**config.mk**
```make
export PLATFORM = sky130hd
export DESIGN_NAME = pendulum_state_space_controller
export DESIGN_NICKNAME = d
export VERILOG_FILES = /design/src/rtl/core/pssc_pkg.sv /design/src/rtl/core/pendulum_state_space_controller.sv /design/src/rtl/core/pssc_cfg.sv /design/src/rtl/core/pssc_ctrl.sv /design/src/rtl/core/pssc_dp.sv
export SDC_FILE = /design/constraint.sdc
export NUM_CORES = 2
export LEC_CHECK = 0
export ABC_CLOCK_PERIOD_IN_PS = 34600
export BUFFER_PORTS_ARGS = -buffer_cell sky130_fd_sc_hd__clkbuf_2
export CORE_MARGIN = 1
export CORE_UTILIZATION = 40
export DETAILED_ROUTE_END_ITERATION = 7
export GPL_TIMING_DRIVEN = 0
export HOLD_SLACK_MARGIN = 0.05
export PLACE_DENSITY = 0.54
export SYNTH_ARGS = -nofsm -noshare
export SYNTH_HDL_FRONTEND = slang
export SYNTH_SLANG_ARGS = --single-unit
```
**constraint.sdc**
```tcl
create_clock -name clk -period 34.6 [get_ports clk]
set_input_delay 1.73 -clock clk [delete_from_list [all_inputs] [get_ports clk]]
set_output_delay 1.73 -clock clk [all_outputs]
set_load 0.005 [all_outputs]
```
**src/rtl/core/pssc_pkg.sv**
```systemverilog
package pssc_pkg;

	localparam int STATE_WIDTH_DEF = 32;
	localparam int SAMPLE_BITS_DEF = 12;
	localparam int DAC_MAX_DEF     = 4095;

	localparam int CODE_W     = 12;
	localparam int IN_W       = 24;
	localparam int OUT_W      = 16;
	localparam int USER_W     = 2;
	localparam int CFG_IDX_W  = 3;
	localparam int CFG_DATA_W = 18;
	localparam int COEF_W     = 24;
	localparam int Y_W        = 22;
	localparam int W_W        = 43;

	typedef logic signed [COEF_W-1:0] coef_t;

	typedef enum logic [CFG_IDX_W-1:0] {
		CFG_ANGLE_ZERO_CODE            = 3'd0,
		CFG_ANGLE_SCALE                = 3'd1,
		CFG_POSITION_OFFSET_HALF_CODES = 3'd2,
		CFG_POSITION_SCALE             = 3'd3,
		CFG_POSITION_LIMIT             = 3'd4,
		CFG_SAFE_COMMAND               = 3'd5
	} cfg_idx_t;

	typedef struct packed {
		logic [11:0] angle_zero_code;
		logic [15:0] angle_scale;
		logic [12:0] position_offset_half_codes;
		logic [15:0] position_scale;
		logic [17:0] position_limit;
		logic [11:0] safe_command;
	} cfg_t;

	localparam cfg_t CFG_RESET = '{
		angle_zero_code:            12'd2040,
		angle_scale:                16'd6482,
		position_offset_half_codes: 13'd3479,
		position_scale:             16'd5787,
		position_limit:             18'd32768,
		safe_command:               12'd2048
	};

	typedef enum logic [1:0] {
		OP_OBS,
		OP_OUT,
		OP_SCALE,
		OP_RECIP
	} op_t;

	typedef enum logic [2:0] {
		ST_IDLE,
		ST_OBS,
		ST_OUT,
		ST_GAP,
		ST_SCALE,
		ST_RECIP,
		ST_FINISH
	} ctrl_state_t;

	typedef enum logic [1:0] {
		CODE_ZERO,
		CODE_MAX,
		CODE_CALC
	} code_sel_t;

	typedef struct packed {
		logic       load;
		logic       issue;
		logic       finish;
		op_t        op;
		logic [1:0] row;
		logic [2:0] col;
	} dp_cmd_t;

	typedef struct packed {
		logic out_full;
	} dp_stat_t;

	localparam coef_t A_COEF [4][4] = '{
		'{ 24'sd40606,   24'sd6344,  -24'sd52,    24'sd564   },
		'{ 24'sd6364,    24'sd46124,  24'sd701,   24'sd79    },
		'{ 24'sd118777, -24'sd117945, 24'sd74095, 24'sd15408 },
		'{-24'sd254522,  24'sd57174, -24'sd10132, 24'sd47330 }
	};

	localparam coef_t B_COEF [4][2] = '{
		'{ 24'sd24655,  -24'sd6377   },
		'{-24'sd6101,    24'sd19438  },
		'{-24'sd66408,   24'sd124217 },
		'{ 24'sd200108, -24'sd64605  }
	};

	localparam coef_t C_COEF [4] = '{
		-24'sd5263144, -24'sd630699, -24'sd925467, -24'sd1548354
	};

	// Ceiling of 2^22 / 5; exact floor division by five for values below 2^22.
	localparam coef_t RECIP_K = 24'sd838861;

	function automatic coef_t coef_of(op_t op, logic [1:0] row, logic [2:0] col,
			logic [15:0] dac);
		coef_t c;
		c = '0;
		case (op)
			OP_OBS: begin
				if (col < 3'd4) begin
					c = A_COEF[row][col[1:0]];
				end else begin
					c = B_COEF[row][col[0]];
				end
			end
			OP_OUT:   c = C_COEF[row];
			OP_SCALE: c = coef_t'({8'd0, dac});
			OP_RECIP: c = RECIP_K;
			default:  c = '0;
		endcase
		return c;
	endfunction

endpackage

```
**src/rtl/core/pendulum_state_space_controller.sv**
```systemverilog
// Inverted-pendulum observer and controller. Each item on the slave stream carries an angle
// and a cart-position sample; the block scales them, advances a four-entry observer state,
// forms the drive and returns one item with the DAC code and its fault and clamp flags.
// An item passes through an acceptance state, 24 observer multiply-accumulates and 4 drive
// multiply-accumulates on one shared multiplier, a gap state for the drive sum to settle,
// two products on that multiplier that map the drive to a code, and a finish state that
// writes the output register once it is free or being taken. The output
// register lets the next item be accepted while the result still waits on the master
// stream. Configuration registers are written through the cfg port, which is always ready,
// and should be written only while no item is in flight.
module pendulum_state_space_controller #(
	parameter int STATE_WIDTH = pssc_pkg::STATE_WIDTH_DEF,
	parameter int SAMPLE_BITS = pssc_pkg::SAMPLE_BITS_DEF,
	parameter int DAC_MAX     = pssc_pkg::DAC_MAX_DEF
) (
	input  logic                              clk,
	input  logic                              arst_n,
	input  logic                              s_tvalid,
	output logic                              s_tready,
	// angle_code [11:0], position_code [23:12]
	input  logic [pssc_pkg::IN_W-1:0]         s_tdata,
	output logic                              m_tvalid,
	input  logic                              m_tready,
	// drive_code [11:0], zero [15:12]
	output logic [pssc_pkg::OUT_W-1:0]        m_tdata,
	// position_fault [0], drive_clamped [1]
	output logic [pssc_pkg::USER_W-1:0]       m_tuser,
	input  logic                              cfg_valid,
	output logic                              cfg_ready,
	input  logic [pssc_pkg::CFG_IDX_W-1:0]    cfg_index,
	input  logic [pssc_pkg::CFG_DATA_W-1:0]   cfg_data
);

	pssc_pkg::cfg_t                 cfg;
	pssc_pkg::dp_cmd_t              cmd;
	pssc_pkg::dp_stat_t             stat;
	logic [pssc_pkg::CODE_W-1:0]    drive_code;
	logic                           position_fault;
	logic                           drive_clamped;

	pssc_cfg u_cfg (
		.clk       (clk),
		.arst_n    (arst_n),
		.cfg_valid (cfg_valid),
		.cfg_ready (cfg_ready),
		.cfg_index (cfg_index),
		.cfg_data  (cfg_data),
		.cfg       (cfg)
	);

	pssc_ctrl u_ctrl (
		.clk      (clk),
		.arst_n   (arst_n),
		.s_tvalid (s_tvalid),
		.s_tready (s_tready),
		.m_tready (m_tready),
		.stat     (stat),
		.cmd      (cmd)
	);

	pssc_dp #(
		.STATE_WIDTH (STATE_WIDTH),
		.SAMPLE_BITS (SAMPLE_BITS),
		.DAC_MAX     (DAC_MAX)
	) u_dp (
		.clk       (clk),
		.arst_n    (arst_n),
		.cmd       (cmd),
		.stat      (stat),
		.cfg       (cfg),
		.in_data   (s_tdata),
		.m_tready  (m_tready),
		.out_valid (m_tvalid),
		.out_code  (drive_code),
		.out_fault (position_fault),
		.out_clamp (drive_clamped)
	);

	assign m_tdata = {{(pssc_pkg::OUT_W - pssc_pkg::CODE_W){1'b0}}, drive_code};
	assign m_tuser = {drive_clamped, position_fault};

endmodule

```
**src/rtl/core/pssc_cfg.sv**
```systemverilog
module pssc_cfg (
	input  logic                                  clk,
	input  logic                                  arst_n,
	input  logic                                  cfg_valid,
	output logic                                  cfg_ready,
	input  logic [pssc_pkg::CFG_IDX_W-1:0]        cfg_index,
	input  logic [pssc_pkg::CFG_DATA_W-1:0]       cfg_data,
	output pssc_pkg::cfg_t                        cfg
);

	pssc_pkg::cfg_t cfg_q;

	assign cfg_ready = 1'b1;
	assign cfg       = cfg_q;

	always_ff @(posedge clk or negedge arst_n) begin
		if (!arst_n) begin
			cfg_q <= pssc_pkg::CFG_RESET;
		end else if (cfg_valid) begin
			case (pssc_pkg::cfg_idx_t'(cfg_index))
				pssc_pkg::CFG_ANGLE_ZERO_CODE:
					cfg_q.angle_zero_code <= cfg_data[11:0];
				pssc_pkg::CFG_ANGLE_SCALE:
					cfg_q.angle_scale <= cfg_data[15:0];
				pssc_pkg::CFG_POSITION_OFFSET_HALF_CODES:
					cfg_q.position_offset_half_codes <= cfg_data[12:0];
				pssc_pkg::CFG_POSITION_SCALE:
					cfg_q.position_scale <= cfg_data[15:0];
				pssc_pkg::CFG_POSITION_LIMIT:
					cfg_q.position_limit <= cfg_data[17:0];
				pssc_pkg::CFG_SAFE_COMMAND:
					cfg_q.safe_command <= cfg_data[11:0];
				default: begin
				end
			endcase
		end
	end

endmodule

```
**src/rtl/core/pssc_ctrl.sv**
```systemverilog
module pssc_ctrl (
	input  logic                clk,
	input  logic                arst_n,
	input  logic                s_tvalid,
	output logic                s_tready,
	input  logic                m_tready,
	input  pssc_pkg::dp_stat_t  stat,
	output pssc_pkg::dp_cmd_t   cmd
);

	pssc_pkg::ctrl_state_t state_q, state_n;
	logic [1:0] row_q, row_n;
	logic [2:0] col_q, col_n;

	always_ff @(posedge clk or negedge arst_n) begin
		if (!arst_n) begin
			state_q <= pssc_pkg::ST_IDLE;
			row_q   <= '0;
			col_q   <= '0;
		end else begin
			state_q <= state_n;
			row_q   <= row_n;
			col_q   <= col_n;
		end
	end

	always_comb begin
		state_n    = state_q;
		row_n      = row_q;
		col_n      = col_q;
		s_tready   = 1'b0;
		cmd        = '0;
		cmd.op     = pssc_pkg::OP_OBS;
		cmd.row    = row_q;
		cmd.col    = col_q;
		case (state_q)
			pssc_pkg::ST_IDLE: begin
				s_tready = 1'b1;
				if (s_tvalid) begin
					cmd.load = 1'b1;
					row_n    = '0;
					col_n    = '0;
					state_n  = pssc_pkg::ST_OBS;
				end
			end
			pssc_pkg::ST_OBS: begin
				cmd.issue = 1'b1;
				cmd.op    = pssc_pkg::OP_OBS;
				if (col_q == 3'd5) begin
					col_n = '0;
					row_n = row_q + 2'd1;
					if (row_q == 2'd3) begin
						state_n = pssc_pkg::ST_OUT;
					end
				end else begin
					col_n = col_q + 3'd1;
				end
			end
			pssc_pkg::ST_OUT: begin
				cmd.issue = 1'b1;
				cmd.op    = pssc_pkg::OP_OUT;
				row_n     = row_q + 2'd1;
				if (row_q == 2'd3) begin
					state_n = pssc_pkg::ST_GAP;
				end
			end
			pssc_pkg::ST_GAP: begin
				state_n = pssc_pkg::ST_SCALE;
			end
			pssc_pkg::ST_SCALE: begin
				cmd.issue = 1'b1;
				cmd.op    = pssc_pkg::OP_SCALE;
				state_n   = pssc_pkg::ST_RECIP;
			end
			pssc_pkg::ST_RECIP: begin
				cmd.issue = 1'b1;
				cmd.op    = pssc_pkg::OP_RECIP;
				state_n   = pssc_pkg::ST_FINISH;
			end
			pssc_pkg::ST_FINISH: begin
				if (!stat.out_full || m_tready) begin
					cmd.finish = 1'b1;
					state_n    = pssc_pkg::ST_IDLE;
				end
			end
			default: begin
				state_n = pssc_pkg::ST_IDLE;
			end
		endcase
	end

	assert property (@(posedge clk) disable iff (!arst_n)
		(state_q == pssc_pkg::ST_IDLE) && s_tvalid |=>
		(state_q == pssc_pkg::ST_OBS) && (row_q == 2'd0) && (col_q == 3'd0))
		else $error("Accepted item did not start the observer sequence.");

	assert property (@(posedge clk) disable iff (!arst_n)
		(state_q == pssc_pkg::ST_OBS) && (row_q == 2'd3) && (col_q == 3'd5) |=>
		(state_q == pssc_pkg::ST_OUT) && (row_q == 2'd0))
		else $error("Observer sequence did not hand over to the output sum.");

	assert property (@(posedge clk) disable iff (!arst_n)
		col_q <= 3'd5)
		else $error("Column counter left its range.");

endmodule

```
**src/rtl/core/pssc_dp.sv**
```systemverilog
module pssc_dp #(
	parameter int STATE_WIDTH = pssc_pkg::STATE_WIDTH_DEF,
	parameter int SAMPLE_BITS = pssc_pkg::SAMPLE_BITS_DEF,
	parameter int DAC_MAX     = pssc_pkg::DAC_MAX_DEF
) (
	input  logic                              clk,
	input  logic                              arst_n,
	input  pssc_pkg::dp_cmd_t                 cmd,
	output pssc_pkg::dp_stat_t                stat,
	input  pssc_pkg::cfg_t                    cfg,
	input  logic [pssc_pkg::IN_W-1:0]         in_data,
	input  logic                              m_tready,
	output logic                              out_valid,
	output logic [pssc_pkg::CODE_W-1:0]       out_code,
	output logic                              out_fault,
	output logic                              out_clamp
);

	localparam int SW     = STATE_WIDTH;
	localparam int COEF_W = pssc_pkg::COEF_W;
	localparam int Y_W    = pssc_pkg::Y_W;
	localparam int W_W    = pssc_pkg::W_W;
	localparam int CODE_W = pssc_pkg::CODE_W;
	localparam int FULL_W = SW + COEF_W;
	localparam int PROD_W = SW + COEF_W - 16;
	localparam int ACC_W  = (SW + 9 > 42) ? SW + 9 : 42;
	localparam int SB     = (SAMPLE_BITS < CODE_W) ? SAMPLE_BITS : CODE_W;

	localparam logic [CODE_W-1:0] SMASK    = CODE_W'((64'd1 << SB) - 64'd1);
	localparam logic [CODE_W-1:0] DAC_CODE = CODE_W'(DAC_MAX);

	localparam longint FULL_SCALE = 64'sd1310720;
	localparam longint LO_W = -((FULL_SCALE + longint'(DAC_MAX) - 1) / longint'(DAC_MAX));
	localparam longint HI_W = ((longint'(DAC_MAX) + 1) * FULL_SCALE + longint'(DAC_MAX) - 1)
		/ longint'(DAC_MAX);

	localparam logic signed [W_W-1:0]   W_LO    = W_W'(LO_W);
	localparam logic signed [W_W-1:0]   W_HI    = W_W'(HI_W);
	localparam logic signed [W_W-1:0]   W_OFS   = W_W'(64'sd655360);
	localparam logic signed [ACC_W-1:0] ST_MAX  = ACC_W'((64'sd1 <<< (SW - 1)) - 64'sd1);
	localparam logic signed [ACC_W-1:0] ST_MIN  = ~ST_MAX;
	localparam logic signed [ACC_W-1:0] U_MAX   = ACC_W'(64'sd1 <<< 40);
	localparam logic signed [ACC_W-1:0] U_MIN   = -U_MAX;

	logic signed [SW-1:0]     state_q [4];
	logic signed [SW-1:0]     nx_q    [4];
	logic signed [Y_W-1:0]    y0_q, y1_q;
	logic signed [PROD_W-1:0] prod_q;
	logic signed [ACC_W-1:0]  acc_q, u_q;
	logic                     iss_s1;
	pssc_pkg::op_t            op_s1;
	logic [1:0]               row_s1;
	logic [2:0]               col_s1;
	pssc_pkg::code_sel_t      code_sel_q;
	logic                     clamp_q;
	logic                     out_valid_q;
	logic [CODE_W-1:0]        out_code_q;
	logic                     out_fault_q, out_clamp_q;

	logic [CODE_W-1:0]        acode, pcode;
	logic signed [12:0]       adiff;
	logic signed [13:0]       pdiff;
	logic signed [29:0]       aprod;
	logic signed [30:0]       pprod;
	logic signed [SW-1:0]     opnd;
	pssc_pkg::coef_t          coef;
	logic signed [FULL_W-1:0] full;
	logic signed [PROD_W-1:0] prod_d;
	logic signed [ACC_W-1:0]  prod_ext, acc_sum, u_sum, u_sat;
	logic signed [SW-1:0]     nx_d;
	logic signed [W_W-1:0]    w;
	logic signed [23:0]       y1_ext, lim_ext;
	logic                     fault;
	logic [CODE_W-1:0]        code_calc;

	always_comb begin
		acode = in_data[11:0] & SMASK;
		pcode = in_data[23:12] & SMASK;
		adiff = $signed({1'b0, acode}) - $signed({1'b0, cfg.angle_zero_code});
		pdiff = $signed({1'b0, pcode, 1'b0}) - $signed({1'b0, cfg.position_offset_half_codes});
		aprod = adiff * $signed({1'b0, cfg.angle_scale});
		pprod = pdiff * $signed({1'b0, cfg.position_scale});
	end

	always_comb begin
		u_sat = u_q;
		if (u_q > U_MAX) begin
			u_sat = U_MAX;
		end else if (u_q < U_MIN) begin
			u_sat = U_MIN;
		end
		w = W_W'(u_sat) + W_OFS;
	end

	always_comb begin
		case (cmd.op)
			pssc_pkg::OP_OBS: begin
				if (cmd.col < 3'd4) begin
					opnd = state_q[cmd.col[1:0]];
				end else if (cmd.col == 3'd4) begin
					opnd = SW'(y0_q);
				end else begin
					opnd = SW'(y1_q);
				end
			end
			pssc_pkg::OP_OUT:   opnd = nx_q[cmd.row];
			pssc_pkg::OP_SCALE: opnd = SW'(w);
			pssc_pkg::OP_RECIP: opnd = SW'(prod_q);
			default:            opnd = '0;
		endcase
		coef = pssc_pkg::coef_of(cmd.op, cmd.row, cmd.col, 16'(DAC_MAX));
		full = opnd * coef;
		case (cmd.op)
			pssc_pkg::OP_SCALE: prod_d = PROD_W'(full >>> 18);
			pssc_pkg::OP_RECIP: prod_d = PROD_W'(full >>> 22);
			default:            prod_d = PROD_W'(full >>> 16);
		endcase
	end

	always_comb begin
		prod_ext = ACC_W'(prod_q);
		acc_sum  = ((col_s1 == 3'd0) ? '0 : acc_q) + prod_ext;
		u_sum    = ((row_s1 == 2'd0) ? '0 : u_q) + prod_ext;
		if (acc_sum > ST_MAX) begin
			nx_d = SW'(ST_MAX);
		end else if (acc_sum < ST_MIN) begin
			nx_d = SW'(ST_MIN);
		end else begin
			nx_d = SW'(acc_sum);
		end
	end

	always_comb begin
		y1_ext  = 24'(y1_q);
		lim_ext = $signed({6'd0, cfg.position_limit});
		fault   = (y1_ext > lim_ext) || (y1_ext < -lim_ext);
		case (code_sel_q)
			pssc_pkg::CODE_ZERO: code_calc = '0;
			pssc_pkg::CODE_MAX:  code_calc = DAC_CODE;
			pssc_pkg::CODE_CALC: code_calc = prod_q[CODE_W-1:0];
			default:             code_calc = '0;
		endcase
	end

	always_ff @(posedge clk) begin
		if (cmd.load) begin
			y0_q <= aprod[29:8];
			y1_q <= pprod[30:9];
		end
		if (cmd.issue) begin
			prod_q <= prod_d;
		end
		if (iss_s1 && (op_s1 == pssc_pkg::OP_OBS)) begin
			acc_q <= acc_sum;
			if (col_s1 == 3'd5) begin
				nx_q[row_s1] <= nx_d;
			end
		end
		if (iss_s1 && (op_s1 == pssc_pkg::OP_OUT)) begin
			u_q <= u_sum;
		end
		if (cmd.issue && (cmd.op == pssc_pkg::OP_SCALE)) begin
			if (w <= W_LO) begin
				code_sel_q <= pssc_pkg::CODE_ZERO;
				clamp_q    <= 1'b1;
			end else if (w >= W_HI) begin
				code_sel_q <= pssc_pkg::CODE_MAX;
				clamp_q    <= 1'b1;
			end else if (w < 0) begin
				code_sel_q <= pssc_pkg::CODE_ZERO;
				clamp_q    <= 1'b0;
			end else begin
				code_sel_q <= pssc_pkg::CODE_CALC;
				clamp_q    <= 1'b0;
			end
		end
		if (cmd.finish) begin
			out_code_q  <= fault ? cfg.safe_command : code_calc;
			out_fault_q <= fault;
			out_clamp_q <= clamp_q;
		end
		op_s1  <= cmd.op;
		row_s1 <= cmd.row;
		col_s1 <= cmd.col;
	end

	always_ff @(posedge clk or negedge arst_n) begin
		if (!arst_n) begin
			iss_s1      <= 1'b0;
			out_valid_q <= 1'b0;
			for (int i = 0; i < 4; i++) begin
				state_q[i] <= '0;
			end
		end else begin
			iss_s1 <= cmd.issue;
			if (cmd.finish) begin
				out_valid_q <= 1'b1;
				for (int i = 0; i < 4; i++) begin
					state_q[i] <= nx_q[i];
				end
			end else if (m_tready) begin
				out_valid_q <= 1'b0;
			end
		end
	end

	assign stat.out_full = out_valid_q;
	assign out_valid     = out_valid_q;
	assign out_code      = out_code_q;
	assign out_fault     = out_fault_q;
	assign out_clamp     = out_clamp_q;

	assert property (@(posedge clk) disable iff (!arst_n)
		cmd.finish && out_valid_q |-> m_tready)
		else $error("Result written over an item that was not taken.");

	assert property (@(posedge clk) disable iff (!arst_n)
		$rose(out_valid_q) |-> $past(cmd.finish))
		else $error("Output became valid without a finished item.");

	assert property (@(posedge clk) disable iff (!arst_n)
		$rose(out_valid_q) && out_clamp_q && !out_fault_q |->
		(out_code_q == '0) || (out_code_q == DAC_CODE))
		else $error("Clamped drive is not at an end of the code range.");

endmodule
```
==> metrics.md <==
| Metric | Value |
|---|---|
| Status | finished with violations |
| Failing checks | max-capacitance violations |
| TritonCTS clock tree | built |
| Clock slew at reported path FFs | 70 ps |
| Vias in the first global route | 55200 |
| DR WL/cell | 24.8 µm |
| Max Buffers Root-to-Sink | 3 |
| Die extent in x | 423 µm |
| Starting Density | 40.3% |
| H-tree depth | 2 |
| Synth top cells by count | inv_1 (1303), fa_1 (1096), nand2_1 (1022), ha_1 (510), nor2_1 (317) |
| Maximum clock rate | 63.8 MHz |
| Global-route usage over all layers | 27.5% |
| Detailed Place HPWL | 202000 µm |
| Register area | 0.0152 mm² |
| Final Hold Viols | 0 |
| Most used cell along the critical path | fa_1 |
| RR Endpoint | u_dp.prod_q[32]$_DFFE_PN_ |
| Cell depth of the worst flop-to-flop path | 38 |
| Global-route wire length before repair | 364000 µm |
| Cts bufs inserted | 57 |
| Worst-margin pin slew | 1480 ps |
| GRT overflow | 0 |
| Synth top area share | 30.9% |
| Clock root cell | clkbuf_16 |
| Area leader, netlist | fa_1 |
| PortBufs | 64 |
| Starting DRT DRC Count | 4795 |
| Primary FF master, synth | edfxtp_1 |
| Reg2reg start | u_ctrl.row_q[0]$_DFFE_PN0P_ |
| Final Cycle Share | 45.3% |
| Layout cell share with drive strength beyond 1 | 7.05% |
| WP buf/inv | 9 |
| Worst Hold Class | register to register |
| Layout Skew | 28.4 ps |
| Drt pass-1 iters | 5 |
| Reg2Reg Setup Slack | 18930 ps |
| Clock sinks | 545 |
| Final setup violation count | 0 |
| Die height | 423 µm |
| Crit path max-delay cell type | xnor2_1 |
| Unique cell type count in the Yosys netlist | 93 |
| Final WL | 245000 µm |
| Kind of critical path | register to register |
| Largest cells by area after synthesis | fa_1 (31%), edfxtp_1 (13%), ha_1 (9.0%), inv_1 (6.9%), dfrtp_1 (6.8%) |
| Cell family with most CP delay | adder cells |
| CP max FO | 10 |
| Post-cts resize count | 0 |
| Post-DRT Antenna Nets | 0 |
| # DRC | 0 |
| Endpoint class of the critical path | register |
| Crit path DAT | 15990 ps |
| Max-cap violation count | 2 |
| Pin count of the biggest net entering global routing | 88 |
| Largest stage delay, worst path | 1020 ps |
| Final slew viol count | 0 |
| Hold path start | u_ctrl.col_q[1]$_DFFE_PN0P_ |
| Post-synth ARST share | 41.3% |
| Setup TNS | 0 ps |
| IO Count | 71 |
| Core area | 0.176 mm² |
| Final #Nets | 9150 |
| Syn Std Cell Area | 0.0710 mm² |
| Antenna violations before repair | 19 |
| DR vias | 53900 |
| Hold depth | 0 |
| Worst Hold End | u_dp.col_s1[1]$_DFF_P_ |
| EDFF count, synth | 313 |
| Fill cell count | 17300 |
| Area of the multi-input gates | 0.0496 mm² |
| Most common cell in the netlist | inv_1 |
| Fin crit period | 15670 ps |
| Hold_buf cts | 0 |
| Slew margin rel. | 1.11% |
| Setup Buffers After CTS | 0 |
| Synthesized flop and latch total | 545 |
| Sequential fraction of the synthesis area | 21.4% |
| Startpoint Class | register |
| CP startpoint | u_ctrl.row_q[0]$_DFFE_PN0P_ |
| Synth warn | 0 |
| Post-Syn Instances | 7334 |
| FP Rows | 154 |
| Die Footprint | 0.179 mm² |
| Clock latency on the worst-skew pair | 650 ps |
| Syn avg cell area | 9.68 µm² |
| Routed vias/inst | 5.45 |
| Layout area overhead | 8.11% |
| RSZ-0062 raised after global routing | false |
| Worst Path Required | 34910 ps |
| Routability cong. | 0.984 |
-- worst max-delay path by stage --
stage                                           end  slack [ps]  cells past startpoint
after floorplan           u_dp.prod_q[33]$_DFFE_PN_       23350                     42
after global placement    u_dp.prod_q[32]$_DFFE_PN_       18460                     37
after detailed placement  u_dp.prod_q[32]$_DFFE_PN_       19250                     38
after CTS                 u_dp.prod_q[32]$_DFFE_PN_       19220                     38
after global routing      u_dp.prod_q[32]$_DFFE_PN_       18530                     44
final                     u_dp.prod_q[32]$_DFFE_PN_       18930                     38
-- area by class of cell --
| type | instances | area share [%] |
|---|---|---|
| Inverter | 1304 | 6.38 |
| Sequential cell | 545 | 19.8 |
| Clock inverter | 31 | 0.486 |
| Multi-Input combinational cell | 5150 | 64.7 |
| Clock buffer | 76 | 2.09 |
| Antenna cell | 5 | 0.0163 |
| Buffer | 338 | 1.70 |
| Timing Repair Buffer | 98 | 1.00 |
| Tap cell | 2340 | 3.82 |
-- stage by stage --
stage	util (%)	instances	cell area, µm²	setup slack (ps)	hold WS (ps)
2_1_floorplan	-	7337	71000	23350	342
3_3_place_gp	42.1	9741	74200	18460	356
3_5_place_dp	42.4	9772	74700	19250	372
4_1_cts	43.5	9879	76700	19220	388
5_1_grt	43.6	9882	76700	18530	399
6_report	43.6	9887	76700	18930	391
-- layer usage --
layer | wire [µm] | global-route usage [%] | share of wire [%] | vias to the layer above
met4 | 11900 | 11.1 | 4.8 | 2
met1 | 105000 | 38.0 | 43 | 27700
met2 | 111000 | 43.4 | 45 | 2097
met5 | 13 | 0 | 0.0053 | -
met3 | 17100 | 3.89 | 7.0 | 450
li1 | - | - | - | 23700
-- cells by family after synthesis --
family                     count (synthesis)  synth area share, %
buffers and inverters                   1642                 8.73
adders and majority gates               1608                 39.9
other                                      2               0.0106
AOI/OAI and AO/OA                        902                 8.05
muxes                                    300                 5.26
xor gates and xnor gates                 221                 2.74
and+or+nand+nor                         2114                 13.8
DFF                                      545                 21.4
-- registers in the layout, summed over array words and instances (netlist names), 22 cells and up --
name / flops
u_dp.state_q: 128
u_dp.u_q: 42
u_dp.y1_q: 22
u_dp.prod_q: 40
u_dp.acc_q: 42
u_dp.nx_q: 128
u_cfg.cfg: 87
u_dp.y0_q: 22
-- layout by cell type, fill, tap and decap left out, drive strengths merged, types with 14 or more instances in the layout --
master and instances:
mux2i 62, inv 1308, clkbuf 442, nand2 1022
buf 70, a21oi 241, nor4 16, a21boi 14
nand3 61, o22ai 22, o21bai 20, o21a 28
o21ai 266, and3 34, nor2 317, fa 1096
nor3 56, nand4 38, a21o 90, ha 510
clkinv 17, nor2b 147, xnor2 165, or2 17
a211oi 39, dfrtp 193, o211ai 25, xor2 56
and2 310, a31oi 34, nand2b 46, mux4 38
dfstp 32, mux2 200, edfxtp 313
Power is left out: the tool's default activity adds up to more than one toggle a clock period on the data nets, which glitch-free logic cannot reach.
